### src/rtl/wsfr_pkg.sv
// Shared types and constants for the WebSocket frame receiver.
// No dependencies; the RTL modules refer to it by scoped names.
package wsfr_pkg;

  localparam int MsgCapacity = 4096;
  localparam int QDepth      = 4;
  localparam int QPtrW       = $clog2(QDepth);

  // parse phases
  localparam logic [2:0] PH_HDR0    = 3'd0;
  localparam logic [2:0] PH_HDR1    = 3'd1;
  localparam logic [2:0] PH_EXTLEN  = 3'd2;
  localparam logic [2:0] PH_KEY     = 3'd3;
  localparam logic [2:0] PH_PAYLOAD = 3'd4;
  localparam logic [2:0] PH_ENDED   = 3'd5;

  // result kinds
  localparam logic [2:0] K_MSG_BYTE  = 3'd0;
  localparam logic [2:0] K_MSG_END   = 3'd1;
  localparam logic [2:0] K_MSG_DISC  = 3'd2;
  localparam logic [2:0] K_PONG_BYTE = 3'd3;
  localparam logic [2:0] K_PONG_END  = 3'd4;
  localparam logic [2:0] K_CLOSE_ECHO = 3'd5;
  localparam logic [2:0] K_CLOSE_SENT = 3'd6;

  // opcodes and header bits
  localparam logic [3:0] OP_CLOSE = 4'h8;
  localparam logic [3:0] OP_PING  = 4'h9;
  localparam logic [6:0] LEN_EXT16 = 7'd126;
  localparam logic [6:0] LEN_EXT64 = 7'd127;

  localparam logic [15:0] CODE_PROTO   = 16'd1002;
  localparam logic [15:0] CODE_TOO_BIG = 16'd1009;

  // register addresses
  localparam logic [2:0] ADDR_MAX_MSG = 3'd0;

  typedef struct packed {
    logic [2:0]  kind;
    logic [7:0]  data_byte;
    logic [15:0] close_code;
    logic [1:0]  close_len;
    logic        suppressed;
    logic        ends_session;
  } res_t;

  // one queue entry: results of one input beat
  typedef struct packed {
    logic has2;
    res_t r0;
    res_t r1;
  } qent_t;

  function automatic res_t mk_res(logic [2:0] kind, logic [7:0] d, logic [15:0] code,
                                  logic [1:0] clen, logic supp, logic ends);
    res_t r;
    r.kind = kind;
    r.data_byte = d;
    r.close_code = code;
    r.close_len = clen;
    r.suppressed = supp;
    r.ends_session = ends;
    return r;
  endfunction

endpackage

### src/rtl/wsfr_if.sv
// Valid/ready channel interfaces for the raw byte stream and the results.
// Depends on nothing.
interface wsfr_byte_if;
  logic       valid;
  logic       ready;
  logic [7:0] stream_byte;
  modport source (output valid, output stream_byte, input ready);
  modport sink (input valid, input stream_byte, output ready);
endinterface

interface wsfr_res_if;
  logic        valid;
  logic        ready;
  logic [2:0]  kind;
  logic [7:0]  data_byte;
  logic [15:0] close_code;
  logic [1:0]  close_len;
  logic        suppressed;
  logic        ends_session;
  logic        last;
  modport source (output valid, output kind, output data_byte, output close_code,
                  output close_len, output suppressed, output ends_session,
                  output last, input ready);
  modport sink (input valid, input kind, input data_byte, input close_code,
                input close_len, input suppressed, input ends_session,
                input last, output ready);
endinterface

### src/rtl/websocket_frame_receiver_top.sv
// Top level of the WebSocket client-stream deframer: APB register, parser,
// queue and output stage. Depends on wsfr_pkg, wsfr_if and the wsfr_* modules.
//
//   channel  dir  beat
//   strm     in   one raw stream byte
//   res      out  one result (kind, data, close info, last)
//   apb      in   register write/read (max_message_bytes at 0x0)
//
// One byte is taken per cycle while the four-entry result queue has room.
// A byte with two results holds the output for both; bytes still flow until
// the queue fills. Results pass through the queue registers before output.
// Synchronous reset clears the parser and queue; no clearing pass is needed.
module websocket_frame_receiver_top (
  input  logic        clk,
  input  logic        rst,
  wsfr_byte_if.sink   strm,
  wsfr_res_if.source  res,
  input  logic        psel,
  input  logic        penable,
  input  logic        pwrite,
  input  logic [2:0]  paddr,
  input  logic [31:0] pwdata,
  output logic [31:0] prdata,
  output logic        pready
);

  logic [12:0]     max_msg;
  logic            take, push, pop, empty, full;
  wsfr_pkg::qent_t ent, head;

  // config register
  always_ff @(posedge clk) begin
    if (rst) max_msg <= 13'd4096;
    else if (psel && penable && pwrite && paddr == wsfr_pkg::ADDR_MAX_MSG)
      max_msg <= pwdata[12:0];
  end
  assign pready = 1'b1;
  assign prdata = (paddr == wsfr_pkg::ADDR_MAX_MSG) ? {19'd0, max_msg} : 32'd0;

  assign strm.ready = !full;
  assign take = strm.valid && !full;

  wsfr_front u_front (
    .clk(clk), .rst(rst), .take(take), .b(strm.stream_byte),
    .max_msg(max_msg), .push(push), .ent(ent)
  );

  wsfr_queue u_queue (
    .clk(clk), .rst(rst), .push(push), .wdata(ent), .pop(pop),
    .rdata(head), .empty(empty), .full(full)
  );

  wsfr_back u_back (
    .clk(clk), .rst(rst), .head(head), .empty(empty), .pop(pop), .res(res)
  );

endmodule

### src/rtl/wsfr_front.sv
// Header parser and unmasker: one byte per beat, up to two results per beat.
// Depends on wsfr_pkg.
module wsfr_front (
  input  logic               clk,
  input  logic               rst,
  input  logic               take,
  input  logic [7:0]         b,
  input  logic [12:0]        max_msg,
  output logic               push,
  output wsfr_pkg::qent_t    ent
);

  logic [2:0]  phase, phase_next;
  logic [7:0]  flags, flags_next;
  logic [3:0]  lbl, lbl_next;
  logic [63:0] pl, pl_next;
  logic        masked, masked_next;
  logic [31:0] key, key_next;
  logic [1:0]  kidx, kidx_next;
  logic [12:0] mc, mc_next;
  logic        disc, disc_next;
  logic        csent, csent_next;
  logic [15:0] cpay, cpay_next;
  logic [1:0]  ccnt, ccnt_next;

  logic [1:0]  n;
  wsfr_pkg::res_t r0, r1;
  logic        do_hdr, do_frame, is_ctl;
  logic [7:0]  ub;
  logic [12:0] limit;

  assign limit = (max_msg < 13'(wsfr_pkg::MsgCapacity)) ? max_msg
                                                       : 13'(wsfr_pkg::MsgCapacity);

  // next state and results of one byte
  always_comb begin
    phase_next = phase; flags_next = flags; lbl_next = lbl; pl_next = pl;
    masked_next = masked; key_next = key; kidx_next = kidx; mc_next = mc;
    disc_next = disc; csent_next = csent; cpay_next = cpay; ccnt_next = ccnt;
    n = 2'd0; r0 = '0; r1 = '0;
    do_hdr = 1'b0; do_frame = 1'b0; ub = 8'd0;
    is_ctl = flags[3];
    case (phase)
      wsfr_pkg::PH_HDR0: begin
        flags_next = b;
        phase_next = wsfr_pkg::PH_HDR1;
      end
      wsfr_pkg::PH_HDR1: begin
        masked_next = b[7];
        key_next = '0;
        kidx_next = '0;
        pl_next = '0;
        if (b[6:0] == wsfr_pkg::LEN_EXT16) begin
          lbl_next = 4'd2;
          phase_next = wsfr_pkg::PH_EXTLEN;
        end else if (b[6:0] == wsfr_pkg::LEN_EXT64) begin
          lbl_next = 4'd8;
          phase_next = wsfr_pkg::PH_EXTLEN;
        end else begin
          pl_next = 64'(b[6:0]);
          if (b[7]) phase_next = wsfr_pkg::PH_KEY;
          else do_hdr = 1'b1;
        end
      end
      wsfr_pkg::PH_EXTLEN: begin
        pl_next = {pl[55:0], b};
        lbl_next = lbl - 4'd1;
        if (lbl_next == 4'd0) begin
          if (masked) phase_next = wsfr_pkg::PH_KEY;
          else do_hdr = 1'b1;
        end
      end
      wsfr_pkg::PH_KEY: begin
        key_next = {key[23:0], b};
        kidx_next = kidx + 2'd1;
        if (kidx_next == 2'd0) do_hdr = 1'b1;
      end
      wsfr_pkg::PH_PAYLOAD: begin
        ub = b ^ (masked ? key[(5'd24 - {kidx, 3'b000}) +: 8] : 8'd0);
        kidx_next = kidx + 2'd1;
        pl_next = pl - 64'd1;
        if (is_ctl) begin
          if (flags[3:0] == wsfr_pkg::OP_PING) begin
            r0 = wsfr_pkg::mk_res(wsfr_pkg::K_PONG_BYTE, ub, '0, '0, csent, 1'b0);
            n = 2'd1;
          end else if (flags[3:0] == wsfr_pkg::OP_CLOSE && ccnt < 2'd2) begin
            cpay_next = {cpay[7:0], ub};
            ccnt_next = ccnt + 2'd1;
          end
        end else if (!disc) begin
          r0 = wsfr_pkg::mk_res(wsfr_pkg::K_MSG_BYTE, ub, '0, '0, 1'b0, 1'b0);
          n = 2'd1;
          mc_next = mc + 13'd1;
        end
        if (pl_next == 64'd0) do_frame = 1'b1;
      end
      default: ;
    endcase

    // header complete: checks on the frame
    if (do_hdr) begin
      kidx_next = '0;
      cpay_next = '0;
      ccnt_next = '0;
      if (is_ctl) begin
        if (!flags[7] || pl_next >= 64'd126) begin
          r0 = wsfr_pkg::mk_res(wsfr_pkg::K_CLOSE_SENT, '0, wsfr_pkg::CODE_PROTO, '0,
                                csent, 1'b1);
          n = 2'd1;
          csent_next = 1'b1;
          phase_next = wsfr_pkg::PH_ENDED;
        end
      end else if (!disc) begin
        if (mc > limit || pl_next > 64'(limit - mc)) begin
          r0 = wsfr_pkg::mk_res(wsfr_pkg::K_MSG_DISC, '0, '0, '0, 1'b0, 1'b0);
          r1 = wsfr_pkg::mk_res(wsfr_pkg::K_CLOSE_SENT, '0, wsfr_pkg::CODE_TOO_BIG, '0,
                                csent, 1'b0);
          n = 2'd2;
          csent_next = 1'b1;
          disc_next = 1'b1;
          mc_next = '0;
        end
      end
      if (phase_next != wsfr_pkg::PH_ENDED) begin
        if (pl_next == 64'd0) do_frame = 1'b1;
        else phase_next = wsfr_pkg::PH_PAYLOAD;
      end
    end

    // frame complete
    if (do_frame) begin
      phase_next = wsfr_pkg::PH_HDR0;
      if (is_ctl) begin
        if (flags[3:0] == wsfr_pkg::OP_CLOSE) begin
          r0 = wsfr_pkg::mk_res(wsfr_pkg::K_CLOSE_ECHO, '0, cpay_next, ccnt_next,
                                csent, 1'b1);
          n = 2'd1;
          phase_next = wsfr_pkg::PH_ENDED;
        end else if (flags[3:0] == wsfr_pkg::OP_PING) begin
          if (n == 2'd0) begin
            r0 = wsfr_pkg::mk_res(wsfr_pkg::K_PONG_END, '0, '0, '0, csent, 1'b0);
            n = 2'd1;
          end else begin
            r1 = wsfr_pkg::mk_res(wsfr_pkg::K_PONG_END, '0, '0, '0, csent, 1'b0);
            n = 2'd2;
          end
        end
      end else if (flags[7]) begin
        if (disc_next) disc_next = 1'b0;
        else if (n == 2'd0) begin
          r0 = wsfr_pkg::mk_res(wsfr_pkg::K_MSG_END, '0, '0, '0, 1'b0, 1'b0);
          n = 2'd1;
        end else begin
          r1 = wsfr_pkg::mk_res(wsfr_pkg::K_MSG_END, '0, '0, '0, 1'b0, 1'b0);
          n = 2'd2;
        end
        mc_next = '0;
      end
    end
  end

  assign push = take && (n != 2'd0);
  assign ent.has2 = (n == 2'd2);
  assign ent.r0 = r0;
  assign ent.r1 = r1;

  // parser state
  always_ff @(posedge clk) begin
    if (rst) begin
      phase <= wsfr_pkg::PH_HDR0; flags <= '0; lbl <= '0; pl <= '0;
      masked <= 1'b0; key <= '0; kidx <= '0; mc <= '0;
      disc <= 1'b0; csent <= 1'b0; cpay <= '0; ccnt <= '0;
    end else if (take) begin
      phase <= phase_next; flags <= flags_next; lbl <= lbl_next; pl <= pl_next;
      masked <= masked_next; key <= key_next; kidx <= kidx_next; mc <= mc_next;
      disc <= disc_next; csent <= csent_next; cpay <= cpay_next; ccnt <= ccnt_next;
    end
  end

endmodule

### src/rtl/wsfr_queue.sv
// Short queue of per-beat result groups between parser and output stage.
// Depends on wsfr_pkg.
module wsfr_queue (
  input  logic            clk,
  input  logic            rst,
  input  logic            push,
  input  wsfr_pkg::qent_t wdata,
  input  logic            pop,
  output wsfr_pkg::qent_t rdata,
  output logic            empty,
  output logic            full
);

  wsfr_pkg::qent_t mem [wsfr_pkg::QDepth];
  logic [wsfr_pkg::QPtrW-1:0] wptr, rptr;
  logic [wsfr_pkg::QPtrW:0]   count;

  assign empty = (count == '0);
  assign full  = (count == (wsfr_pkg::QPtrW + 1)'(wsfr_pkg::QDepth));
  assign rdata = mem[rptr];

  // storage
  always_ff @(posedge clk) begin
    if (push) mem[wptr] <= wdata;
  end

  // pointers
  always_ff @(posedge clk) begin
    if (rst) begin
      wptr <= '0; rptr <= '0; count <= '0;
    end else begin
      if (push) wptr <= wptr + 1'b1;
      if (pop) rptr <= rptr + 1'b1;
      if (push && !pop) count <= count + 1'b1;
      else if (pop && !push) count <= count - 1'b1;
    end
  end

endmodule

### src/rtl/wsfr_back.sv
// Output stage: sends one or two results of a queue entry, one per beat.
// Depends on wsfr_pkg and wsfr_if.
module wsfr_back (
  input  logic            clk,
  input  logic            rst,
  input  wsfr_pkg::qent_t head,
  input  logic            empty,
  output logic            pop,
  wsfr_res_if.source      res
);

  logic           sel;
  logic           last;
  wsfr_pkg::res_t cur;

  assign cur  = sel ? head.r1 : head.r0;
  assign last = sel || !head.has2;
  assign pop  = res.valid && res.ready && last;

  assign res.valid        = !empty;
  assign res.kind         = cur.kind;
  assign res.data_byte    = cur.data_byte;
  assign res.close_code   = cur.close_code;
  assign res.close_len    = cur.close_len;
  assign res.suppressed   = cur.suppressed;
  assign res.ends_session = cur.ends_session;
  assign res.last         = last;

  // second-result select
  always_ff @(posedge clk) begin
    if (rst) sel <= 1'b0;
    else if (res.valid && res.ready) sel <= !last;
  end

endmodule

### src/flat_wrapper.sv
// flat-port wrapper written by rule: the top's interface ports become plain ports
module websocket_frame_receiver_top_flat 
  (clk, rst, psel, penable, pwrite, paddr, pwdata, prdata, pready, strm_valid, strm_stream_byte, strm_ready, res_valid, res_kind, res_data_byte, res_close_code, res_close_len, res_suppressed, res_ends_session, res_last, res_ready);
  wsfr_byte_if strm_i ();
  wsfr_res_if res_i ();
  input  logic clk;
  input  logic rst;
  input  logic psel;
  input  logic penable;
  input  logic pwrite;
  input  logic [2:0] paddr;
  input  logic [31:0] pwdata;
  output logic [31:0] prdata;
  output logic pready;
  input wire logic [$bits(strm_i.valid)-1:0] strm_valid;
  input wire logic [$bits(strm_i.stream_byte)-1:0] strm_stream_byte;
  output wire logic [$bits(strm_i.ready)-1:0] strm_ready;
  output wire logic [$bits(res_i.valid)-1:0] res_valid;
  output wire logic [$bits(res_i.kind)-1:0] res_kind;
  output wire logic [$bits(res_i.data_byte)-1:0] res_data_byte;
  output wire logic [$bits(res_i.close_code)-1:0] res_close_code;
  output wire logic [$bits(res_i.close_len)-1:0] res_close_len;
  output wire logic [$bits(res_i.suppressed)-1:0] res_suppressed;
  output wire logic [$bits(res_i.ends_session)-1:0] res_ends_session;
  output wire logic [$bits(res_i.last)-1:0] res_last;
  input wire logic [$bits(res_i.ready)-1:0] res_ready;
  assign strm_i.valid = strm_valid;
  assign strm_i.stream_byte = strm_stream_byte;
  assign strm_ready = strm_i.ready;
  assign res_valid = res_i.valid;
  assign res_kind = res_i.kind;
  assign res_data_byte = res_i.data_byte;
  assign res_close_code = res_i.close_code;
  assign res_close_len = res_i.close_len;
  assign res_suppressed = res_i.suppressed;
  assign res_ends_session = res_i.ends_session;
  assign res_last = res_i.last;
  assign res_i.ready = res_ready;
  websocket_frame_receiver_top u_core (.clk(clk), .rst(rst), .strm(strm_i), .res(res_i), .psel(psel), .penable(penable), .pwrite(pwrite), .paddr(paddr), .pwdata(pwdata), .prdata(prdata), .pready(pready));
endmodule
### config.mk
export PLATFORM = sky130hd
export DESIGN_NAME = websocket_frame_receiver_top_flat
export DESIGN_NICKNAME = d
export VERILOG_FILES = /design/src/rtl/wsfr_pkg.sv /design/src/rtl/wsfr_if.sv /design/src/rtl/websocket_frame_receiver_top.sv /design/src/rtl/wsfr_front.sv /design/src/rtl/wsfr_queue.sv /design/src/rtl/wsfr_back.sv /design/src/flat_wrapper.sv
export SDC_FILE = /design/constraint.sdc
export NUM_CORES = 1
export LEC_CHECK = 0
export ABC_AREA = 1
export BUFFER_PORTS_ARGS = -buffer_cell sky130_fd_sc_hd__buf_2
export CAP_MARGIN = 40
export CORE_MARGIN = 2
export CORE_UTILIZATION = 30
export DETAILED_ROUTE_END_ITERATION = 7
export HOLD_SLACK_MARGIN = 0.08
export PLACE_DENSITY_LB_ADDON = 0.15
export SYNTH_ARGS = -nofsm -noshare
export SYNTH_HDL_FRONTEND = slang
export SYNTH_SLANG_ARGS = --single-unit
### constraint.sdc
create_clock -name clk -period 7.4 [get_ports clk]
set_clock_uncertainty 0.05 [all_clocks]
set_input_delay 0.74 -clock clk [delete_from_list [all_inputs] [get_ports clk]]
set_output_delay 0.74 -clock clk [all_outputs]
set_load 0.05 [all_outputs]
==> metrics.txt, run 1 <==
status finished clean; crit path from u_core.u_front.pl[0]; DRT Pass-1 Iters 5; worst hold margin between 0.3 and 0.4 ns; worst skew pair latency 0.56 ns; critical path class flop to flop; CP startpoint kind flop; cell area after synthesis ~20000 sq um; Worst R2R Setup Slack 0.82 ns; DR iter-0 viols 1160; clock sinks 311; Worst Path Buf+Inv 8; die width about 260 um; initial antenna violation count 0; CTS max path bufs 3; CTS tree built; Yosys cell types 60; WP data required ~7.8 ns; Mean Syn Cell Area a little over 7 sq um; most common cell after layout, fill and taps aside nand2_1; GRT Overall Usage about a fifth; via count between 15000 and 20000; global route overflow 0; Max Freq roughly 150 MHz; synthesized instance count about 2800; # rows 93; most frequent cells in the layout nand2_1, nor2_1, inv_1, a21oi_1, o21ai_0; hold path start pwdata[12]; sequential cell area fraction in the yosys report about two fifths; nature of the critical path endpoint flop; H-tree Lvls 2; DPL Wire Length roughly 50 mm; start of the worst register-to-register path u_core.u_front.pl[0]; Core ar. between 60000 and 70000 sq um; TNS Setup 0 ns; RSZ-0062 raised after global routing no; largest cells by area after synthesis edfxtp_1, dfxtp_1, nand2_1; FF-to-FF path depth 38; Final min period 6.58 ns; Period Utilization, post-route around nine tenths; P_leak about 0.0094 uW; Max Cap Viol 0; dominant cell type by area after synthesis edfxtp_1; Crit. path cell count 38; asr flop ratio synth 0%; worst hold path class input port to flop; die area ~68000 sq um; Final GP Congestion around 0.97; layout cell share with drive strength beyond 1 under 10%; synth warn 0; dpl cell area ~21000 sq um; vias in the first global route approximately 18000; Largest delay share family, worst path simple AND/OR/NAND/NOR gates; initial core utilization 30.4%; Final Hold Fails 0; Critical Path End u_core.u_queue.count[2]; Reg clk slew, reported paths approximately 0.06 ns; total I/O pin count 117; Slew Viols, Final 0; Synth Register Bits between 300 and 400; vias per cell slightly above 5; CP max stage cell nor4_1; Tightest Pin Transition around 0.90 ns; PD cells 338 nW/um^2; area grow syn2layout 13.7%; WL/cell approximately 19 um; Worst Path Arrival between 6 and 7 ns; Post-synth EDFFs between 100 and 150; Antenna Nets Post-Route 0; global-route wire length before repair approximately 110 mm; Crit Reg-Reg Endpoint u_core.u_queue.count[2]; utilization after layout between 30% and 40%; DR DRC count 0; crit path max fanout 6; drt total wl 68.9 mm; # setup viols final 0; VDD IR-drop max ~140 uV; Primary FF master, synth dfxtp_1; final instance area roughly 22000 sq um; pin count of the biggest net entering global routing 80; clk root buf clkbuf_16; nets@finish just under 3000; Die Span Y 260 um; Num CTS Buffers 38; CTS Hold Bufs 0; port buffer count between 70 and 80; filler instances around 7000; Yosys top cell area share 22.0%; Rel. slew slack between 40% and 50%; biggest cell delay along the critical path approximately 0.43 ns
power by group:
part | total (uW) | switching [uW] | internal, uW
Combinational | 3440 | 2460 | 985
Sequential | 2180 | 198 | 1980
Clock | 1940 | 775 | 1170
Total | 7560 | 3430 | 4130
worst register-to-register path: cells and delay by family (launching register included):
family	cells	cell delay, ns
simple gates	20	3.16
flops	1	0.34
fa+ha+maj	4	1.13
buf+inv	8	1.08
compound gates	6	0.70
routing by layer:
metal / global-route usage [%] / share of wire, %
met5: 0 / 0
met4: 5.94 / 2.6
met3: 2.23 / 4.6
met2: 34.9 / 48
met1: 26.5 / 45
cells by family (layout without fill, tap and decap cells):
family	Yosys count	after routing	share of synthesized area [%]
AND/OR/NAND/NOR	1192	1192	25.2
buffers and inverters	490	553	9.90
other	2	21	0.0381
flip-flops	311	311	38.9
adder cells (fa/ha/maj)	89	89	5.73
XOR/XNOR	54	54	2.40
AO/OA/AOI/OAI	634	634	17.8
registers in the layout (all words and copies together) (netlist names), 2 cells and up, named ones only:
| signal | flops |
|---|---|
| u_core.u_front.kidx | 2 |
| u_core.u_queue.wptr | 2 |
| u_core.u_queue.mem | 144 |
| u_core.u_front.key | 32 |
| u_core.u_queue.rptr | 2 |
| u_core.u_front.mc | 13 |
| u_core.u_queue.count | 3 |
| u_core.u_front.cpay | 16 |
| u_core.u_front.phase | 3 |
| u_core.u_front.lbl | 4 |
| u_core.u_front.flags | 5 |
| u_core.u_front.pl | 64 |
| u_core.u_front.ccnt | 2 |
| u_core.max_msg | 13 |
worst min-delay path by stage:
stage | end | slack, ns | depth (start not counted)
after floorplan | flop | 0.39 | 2
after global placement | u_core.u_front.key[28] | 0.40 | 2
after detailed placement | u_core.u_front.mc[8] | 0.41 | 2
after CTS | u_core.max_msg[12] | 0.34 | 3
after global routing | u_core.max_msg[12] | 0.34 | 3
final | u_core.max_msg[12] | 0.36 | 3
cell usage after synthesis (4+ instances only):
master and count:
nor2_1 420, a221o_1 8, a211oi_1 9, a22oi_1 5
edfxtp_1 144, dfxtp_1 167, nand2_1 528, xnor2_1 6
nor2_4 4, o211ai_1 17, a2111oi_0 4, buf_2 8
a31oi_1 7, nor4_1 19, nand3_1 110, nor3_1 36
buf_1 9, buf_4 22, ha_1 87, or2_2 6
clkinv_1 10, o21bai_1 11, o22ai_1 50, inv_1 344
nand2_2 5, and2_1 6, o21ai_1 7, clkbuf_1 87
o221ai_1 5, o31ai_1 9, o21ai_0 238, inv_2 7
a21oi_1 251, nand4_1 37, nor2_2 6, xor2_1 48
through the flow:
step,worst slack [ns],power [uW],instances
finish,0.823,7560,3709
global route,0.00954,8120,3708
CTS,0.434,7630,3706
detailed placement,0.474,5650,3637
global placement,0.548,5600,3636
floorplan,0.988,4600,2790
cell type report:
type	instances	area (sq um)	share of cell area [%]
multi-input combinational	1989	10200	45.5
sequential	311	7670	34.3
inverter	362	1370	6.10
tap	855	1070	4.78
clock buffer	50	1040	4.63
timing repair buffer	122	796	3.56
clock inverter	19	250	1.12
antenna	1	2.50	0.0112
timing repair:
action	in CTS	in global routing
hold endpoints to repair	0	0
resized for setup	0	2
buffers inserted	0	2
endpoints found under the setup margin	0	2
No activity file was read; power rests on OpenSTA's default activity.
==> run 2, diff against run 1 <==
Settings changed: ABC_AREA 1 to default, SYNTH_HIERARCHICAL from default to 1.
==> metrics.txt, run 2 <==
GRT Overall Usage 18.6% (was 20.2%); Yosys cell types 99 (was 60); DR DRC count 0 (unchanged); CP max stage cell or3b_2 (was nor4_1); Num CTS Buffers 48 (was 38); PD cells 265 nW/um^2 (was 338 nW/um^2); Final GP Congestion 0.935 (was 0.970); port buffer count 77 (unchanged); Max Cap Viol 0 (unchanged); biggest cell delay along the critical path 0.49 ns (was 0.43 ns); # rows 104 (was 93); Worst Path Arrival 7.42 ns (was 6.97 ns); multi-input logic area 12000 sq um (was 10200 sq um); Die Span Y 288 um (was 260 um); global-route wire length before repair 119 mm (was 106 mm); Worst Path Buf+Inv 7 (was 8); asr flop ratio synth 0% (unchanged); layout cell share with drive strength beyond 1 19.9% (was 7.99%); crit path max fanout 7 (was 6); top flop regs u_core/u_queue/mem x252, u_core/u_front/pl x64, u_core/u_front/key x32 (was u_core.u_queue.mem x144, u_core.u_front.pl x64, u_core.u_front.key x32); Crit path top cell by count inv_1; Post-Layout Cell Count 3569 (was 3709); Reg clk slew, reported paths 0.06 ns (about the same); vias per cell 5.39 (was 5.03); Slew Viols, Final 0 (unchanged); Antenna Nets Post-Route 0 (unchanged); largest cells by area after synthesis edfxtp_1, dfxtp_1, mux4_2 (was edfxtp_1, dfxtp_1, nand2_1); cell area after synthesis 24200 sq um (was 19700 sq um); Synth Register Bits 419 (was 311); synth warn 6 (was 0); Final Power 7440 uW (was 7560 uW); Period Utilization, post-route 93.8% (was 88.9%); DR iter-0 viols 1493 (was 1160); clk root buf clkbuf_16 (unchanged); max FFs per register 252 (was 144); Yosys top cell area share 31.3% (was 22.0%); fin worst setup slack 0.457 ns (was 0.823 ns); CTS max path bufs 3 (unchanged); CTS Hold Bufs 0 (unchanged); Max Freq 144 MHz (was 152 MHz); worst hold margin 0.358 ns (was 0.364 ns); DRT Pass-1 Iters 5 (unchanged); dominant cell type by area after synthesis edfxtp_1 (unchanged); area grow syn2layout 16.1% (was 13.7%); flip-flop and latch area 10900 sq um (was 7670 sq um); VDD IR-drop max 179 uV (was 135 uV); P_leak 0.0101 uW (was 0.00938 uW); placed cell count 3476 (was 3637); die width 288 um (was 260 um); filler instances 8200 (was 7018); drt total wl 78.3 mm (was 68.9 mm); most frequent cells in the layout edfxtp_1, nor2_1, dfxtp_1, nand2_1, buf_4 (was nand2_1, nor2_1, inv_1, a21oi_1, o21ai_0); nature of the critical path endpoint flop (unchanged); critical path class flop to flop (unchanged); worst hold path class input port to flop (unchanged); Commonest cells post-synth edfxtp_1, nor2_1, dfxtp_1, nand2_1, clkbuf_1 (was nand2_1, nor2_1, inv_1, a21oi_1, o21ai_0); CP startpoint kind flop (unchanged); H-tree Lvls 2 (unchanged); vias in the first global route 19015 (was 18007); CTS tree built (unchanged); synthesized instance count 2360 (was 2772); WP data required 7.87 ns (was 7.79 ns); Rel. slew slack 43.7% (was 40.1%); Final Hold Fails 0 (unchanged); die area 82800 sq um (was 67700 sq um); Largest delay share family, worst path compound AO/OA/AOI/OAI gates (was simple AND/OR/NAND/NOR gates); n_diodes 0 (was 1); initial core utilization 30.1% (was 30.4%); Setup WS pre-CTS 0.354 ns (was 0.474 ns); pin count of the biggest net entering global routing 102 (was 80); Biggest register u_core/u_queue/mem (was u_core.u_queue.mem); worst skew pair latency 0.62 ns (was 0.56 ns); Primary FF master, synth edfxtp_1 (was dfxtp_1); # setup viols final 0 (unchanged); global route overflow 0 (unchanged); initial antenna violation count 1 (was 0); most common cell after layout, fill and taps aside edfxtp_1 (was nand2_1); final instance area 28000 sq um (was 22400 sq um); Core ar. 80200 sq um (was 64700 sq um); DPL Wire Length 55.7 mm (was 50.2 mm); most frequent cell after synthesis edfxtp_1 (was nand2_1); sequential cell area fraction in the yosys report 45.2% (was 38.9%); nets@finish 2609 (was 2963); Final min period 6.94 ns (was 6.58 ns); total I/O pin count 117 (unchanged); status finished clean (unchanged); dpl cell area 26300 sq um (was 21100 sq um); clock sinks 419 (was 311); via count 19224 (was 18661); Mean Syn Cell Area 10.2 sq um (was 7.11 sq um); Post-synth EDFFs 252 (was 144); WL/cell 22.0 um (was 18.6 um); Tightest Pin Transition 0.838 ns (was 0.898 ns)
## run 2: cell types whose count changed after synthesis, sizes merged, moves of 35 or more
| cell | delta |
|---|---|
| a21oi | -124 |
| buf | +47 |
| clkbuf | +59 |
| edfxtp | +108 |
| inv | -297 |
| mux2 | +35 |
| mux2i | +48 |
| mux4 | +71 |
| nand2 | -373 |
| nand2b | +39 |
| nand3 | -35 |
| nor2 | -182 |
| nor3 | +55 |
| o21ai | -172 |
## run 2: layout make-up
| class | instances | area share (%) |
|---|---|---|
| multi-input combinational | 1686 | 42.7 |
| sequential | 419 | 38.9 |
| timing repair buffer | 257 | 6.99 |
| tap | 1060 | 4.73 |
| clock buffer | 66 | 4.64 |
| clock inverter | 23 | 1.27 |
| inverter | 58 | 0.776 |
## run 2: what timing repair did
action,CTS,global route
buffers inserted,0,4
endpoints found under the setup margin,0,157
gates resized for setup,0,6
## run 2: worst min-delay path, delay by kind of cell
family                 cells  cell delay [ns]
and+or+nand+nor            1             0.06
buffers and inverters      1             0.09
muxes                      1             0.06
## run 2: report_power, final
group | internal (uW) | leakage (uW) | switching, uW
combinational | 823 | 0.00564 | 1440
sequential | 2540 | 0.00370 | 117
clock | 1520 | 0.000806 | 999
total | 4880 | 0.0101 | 2560
## run 2: logic make-up (layout without fill, tap and decap cells)
group	after synthesis	after routing	synth area share (%)
AO/OA/AOI/OAI	472	472	13.2
XOR/XNOR	46	46	1.67
AND/OR/NAND/NOR	881	881	18.6
flip-flops	419	419	45.2
buffers and inverters	292	404	6.11
multiplexers	154	154	10.3
other	3	40	0.0466
adder cells (fa/ha/maj)	93	93	4.84
## run 2: through the flow
stage	TNS (ns)	utilization, %
finish	0	35.0
global route	-0.0371	35.0
CTS	0	34.9
detailed placement	0	32.9
global placement	0	32.7
floorplan	0	-
## run 2: per-layer routing
layer,vias to the layer above,GRT usage (%),wire [um]
met5,-,0,0
met4,0,7.38,2710
met3,141,2.41,3600
met2,525,31.3,37800
met1,9499,24.2,34200
li1,9059,-,-
## run 2: final timing paths
check	cells past startpoint	slack, ns	to	start
worst max register to register	30	0.46	u_core/u_queue/count[2]	u_core/u_front/pl[1]
worst min register to register	2	0.40	u_core/u_front/key[26]	u_core/u_front/key[26]
worst max-delay path	30	0.46	u_core/u_queue/count[2]	u_core/u_front/pl[1]
worst min-delay path	3	0.36	u_core/max_msg[10]	pwdata[10]
==> run 3, diff against run 2 <==
Settings changed: CAP_MARGIN 40 to default.
Clock period 7.4 ns to 7.45 ns, I/O delays scaled along.
==> metrics.txt, run 3 (synthesized netlist as in run 2, its figures left out) <==
critical path class flop to flop (unchanged); worst hold endpoint u_core/max_msg[3] (was u_core/max_msg[10]); WL/cell 22.7 um (was 22.0 um); via count 19405 (was 19224); Hold Crit Depth 3 (unchanged); most frequent cells in the layout edfxtp_1, nor2_1, buf_4, dfxtp_1, nand2_1 (was edfxtp_1, nor2_1, dfxtp_1, nand2_1, buf_4); Die Span Y 288 um (unchanged); die area 82800 sq um (unchanged); pin count of the biggest net entering global routing 73 (was 102); Final min period 7.04 ns (was 6.94 ns); VDD IR-drop max 170 uV (was 179 uV); Tightest Pin Transition 1.29 ns (was 0.838 ns); Num CTS Buffers 48 (unchanged); Period Utilization, post-route 94.4% (was 93.8%); Worst Path Arrival 7.50 ns (was 7.42 ns); clk root buf clkbuf_16 (unchanged); max FFs per register 252 (unchanged); Max Cap Viol 0 (unchanged); PD cells 262 nW/um^2 (was 265 nW/um^2); Worst Path Buf+Inv 7 (unchanged); TNS Setup 0 ns (unchanged); Final Hold Fails 0 (unchanged); utilization after layout 34.8% (was 35.0%); Max Freq 142 MHz (was 144 MHz); P_leak 0.0101 uW (about the same); Slew Viols, Final 0 (unchanged); Antenna Nets Post-Route 0 (unchanged); DPL Wire Length 57.2 mm (was 55.7 mm); H-tree Lvls 2 (unchanged); Rel. slew slack 13.2% (was 43.7%); layout cell share with drive strength beyond 1 20.0% (was 19.9%); die width 288 um (unchanged); CTS Hold Bufs 0 (unchanged); CP max stage cell or3b_2 (unchanged); Crit path top cell by count inv_1 (unchanged); FF-to-FF path depth 31 (was 30); hold path start pwdata[3] (was pwdata[10]); # setup viols final 0 (unchanged); n_diodes 0 (unchanged); Worst R2R Setup Slack 0.41 ns (was 0.46 ns); worst hold path class input port to flop (unchanged); status finished clean (unchanged); # rows 104 (unchanged); DRT Pass-1 Iters 6 (was 5); start of the worst register-to-register path u_core/u_front/pl[1] (unchanged); Reg clk slew, reported paths 0.06 ns (about the same); total I/O pin count 117 (unchanged); filler instances 8203 (was 8200); global-route wire length before repair 122 mm (was 119 mm); CTS max path bufs 3 (unchanged); nature of the critical path endpoint flop (unchanged); Biggest register u_core/u_queue/mem (unchanged); crit path max fanout 7 (unchanged); vias per cell 5.44 (was 5.39); Core ar. 80200 sq um (unchanged); CTS tree built (unchanged); Crit Reg-Reg Endpoint u_core/u_queue/count[2] (unchanged); drt total wl 81.0 mm (was 78.3 mm); DR DRC count 0 (unchanged); most common cell after layout, fill and taps aside edfxtp_1 (unchanged); initial core utilization 30.1% (unchanged); worst skew pair latency 0.61 ns (was 0.62 ns); port buffer count 77 (unchanged); nets@finish 2610 (was 2609); Final GP Congestion 0.928 (was 0.935); DR iter-0 viols 1497 (was 1493); clock sinks 419 (unchanged); CP startpoint kind flop (unchanged); area grow syn2layout 15.6% (was 16.1%); biggest cell delay along the critical path 0.50 ns (was 0.49 ns); WP data required 7.92 ns (was 7.87 ns); global route overflow 0 (unchanged); GRT Overall Usage 19.3% (was 18.6%); vias in the first global route 19200 (was 19015); initial antenna violation count 0 (was 1); top flop regs u_core/u_queue/mem x252, u_core/u_front/pl x64, u_core/u_front/key x32 (unchanged); Largest delay share family, worst path compound AO/OA/AOI/OAI gates (unchanged)
-- run 3: cell count changes in the layout (fill, tap and decap cells not counted), sizes merged --
| cell | delta |
|---|---|
| bufinv | -3 |
| inv | +1 |
| clkinv | -7 |
| buf | +1 |
| clkinvlp | +2 |
| clkbuf | +6 |
-- run 3: layout make-up --
type                            instances  area, sq um  share of cell area (%)
Inverter                               58          218                   0.780
Multi-Input combinational cell       1686        12000                    42.9
Timing Repair Buffer                  258         1850                    6.64
Clock buffer                           72         1350                    4.84
Tap cell                             1060         1330                    4.75
Sequential cell                       419        10900                    39.1
Clock inverter                         16          259                   0.928
-- run 3: worst max-delay path by stage --
| stage | start | endpoint | slack (ns) | cells past startpoint |
|---|---|---|---|---|
| floorplan | u_core/max_msg[12] | u_core/u_queue/count[2] | 0.02 | 26 |
| global placement | u_core/u_front/pl[1] | u_core/u_queue/count[2] | 0.16 | 29 |
| detailed placement | u_core/u_front/pl[1] | u_core/u_queue/count[2] | 0.14 | 29 |
| CTS | u_core/u_front/pl[1] | u_core/u_queue/count[2] | 0.08 | 29 |
| global route | u_core/u_front/pl[1] | u_core/u_queue/count[2] | -0.002 | 31 |
| finish | u_core/u_front/pl[1] | u_core/u_queue/count[2] | 0.41 | 31 |
-- run 3: per-layer routing --
layer / share of wire [%] / global-route usage [%] / routed length [um] / vias to the layer above
li1: - / - / - / 9047
met1: 43 / 24.9 / 35000 / 9622
met2: 48 / 32.6 / 39000 / 570
met3: 4.9 / 2.86 / 4010 / 166
met4: 3.7 / 7.29 / 2960 / 0
met5: 0 / 0 / 0 / -
-- run 3: worst register-to-register path: cells and delay by family, from the launching register on --
family | cells | cell delay [ns]
AO/OA/AOI/OAI | 10 | 2.21
AND/OR/NAND/NOR | 8 | 2.14
XOR/XNOR | 2 | 0.30
buffers and inverters | 7 | 0.91
adder cells (fa/ha/maj) | 4 | 0.93
flip-flops | 1 | 0.38
-- run 3: timing repair --
item	CTS	global route
setup buffers	0	2
resized for setup	0	10
hold endpoints to repair	0	0
setup endpoints to repair	0	258
-- run 3: where the power goes --
part,switching (uW),leakage (uW),internal [uW]
combinational,1440,0.00561,806
sequential,134,0.00370,2520
clock,977,0.000774,1430
total,2550,0.0101,4760
-- run 3: through the flow --
stage | setup WS, ns | power (uW) | cell area, sq um | hold WS [ns] | instances
floorplan | 0.0157 | 4150 | 24300 | 0.379 | 2397
global placement | 0.158 | 4900 | 26200 | 0.386 | 3479
detailed placement | 0.139 | 4910 | 26200 | 0.395 | 3479
CTS | 0.0802 | 7360 | 27900 | 0.342 | 3567
global route | -0.00180 | 7650 | 27900 | 0.370 | 3569
finish | 0.415 | 7310 | 27900 | 0.372 | 3569
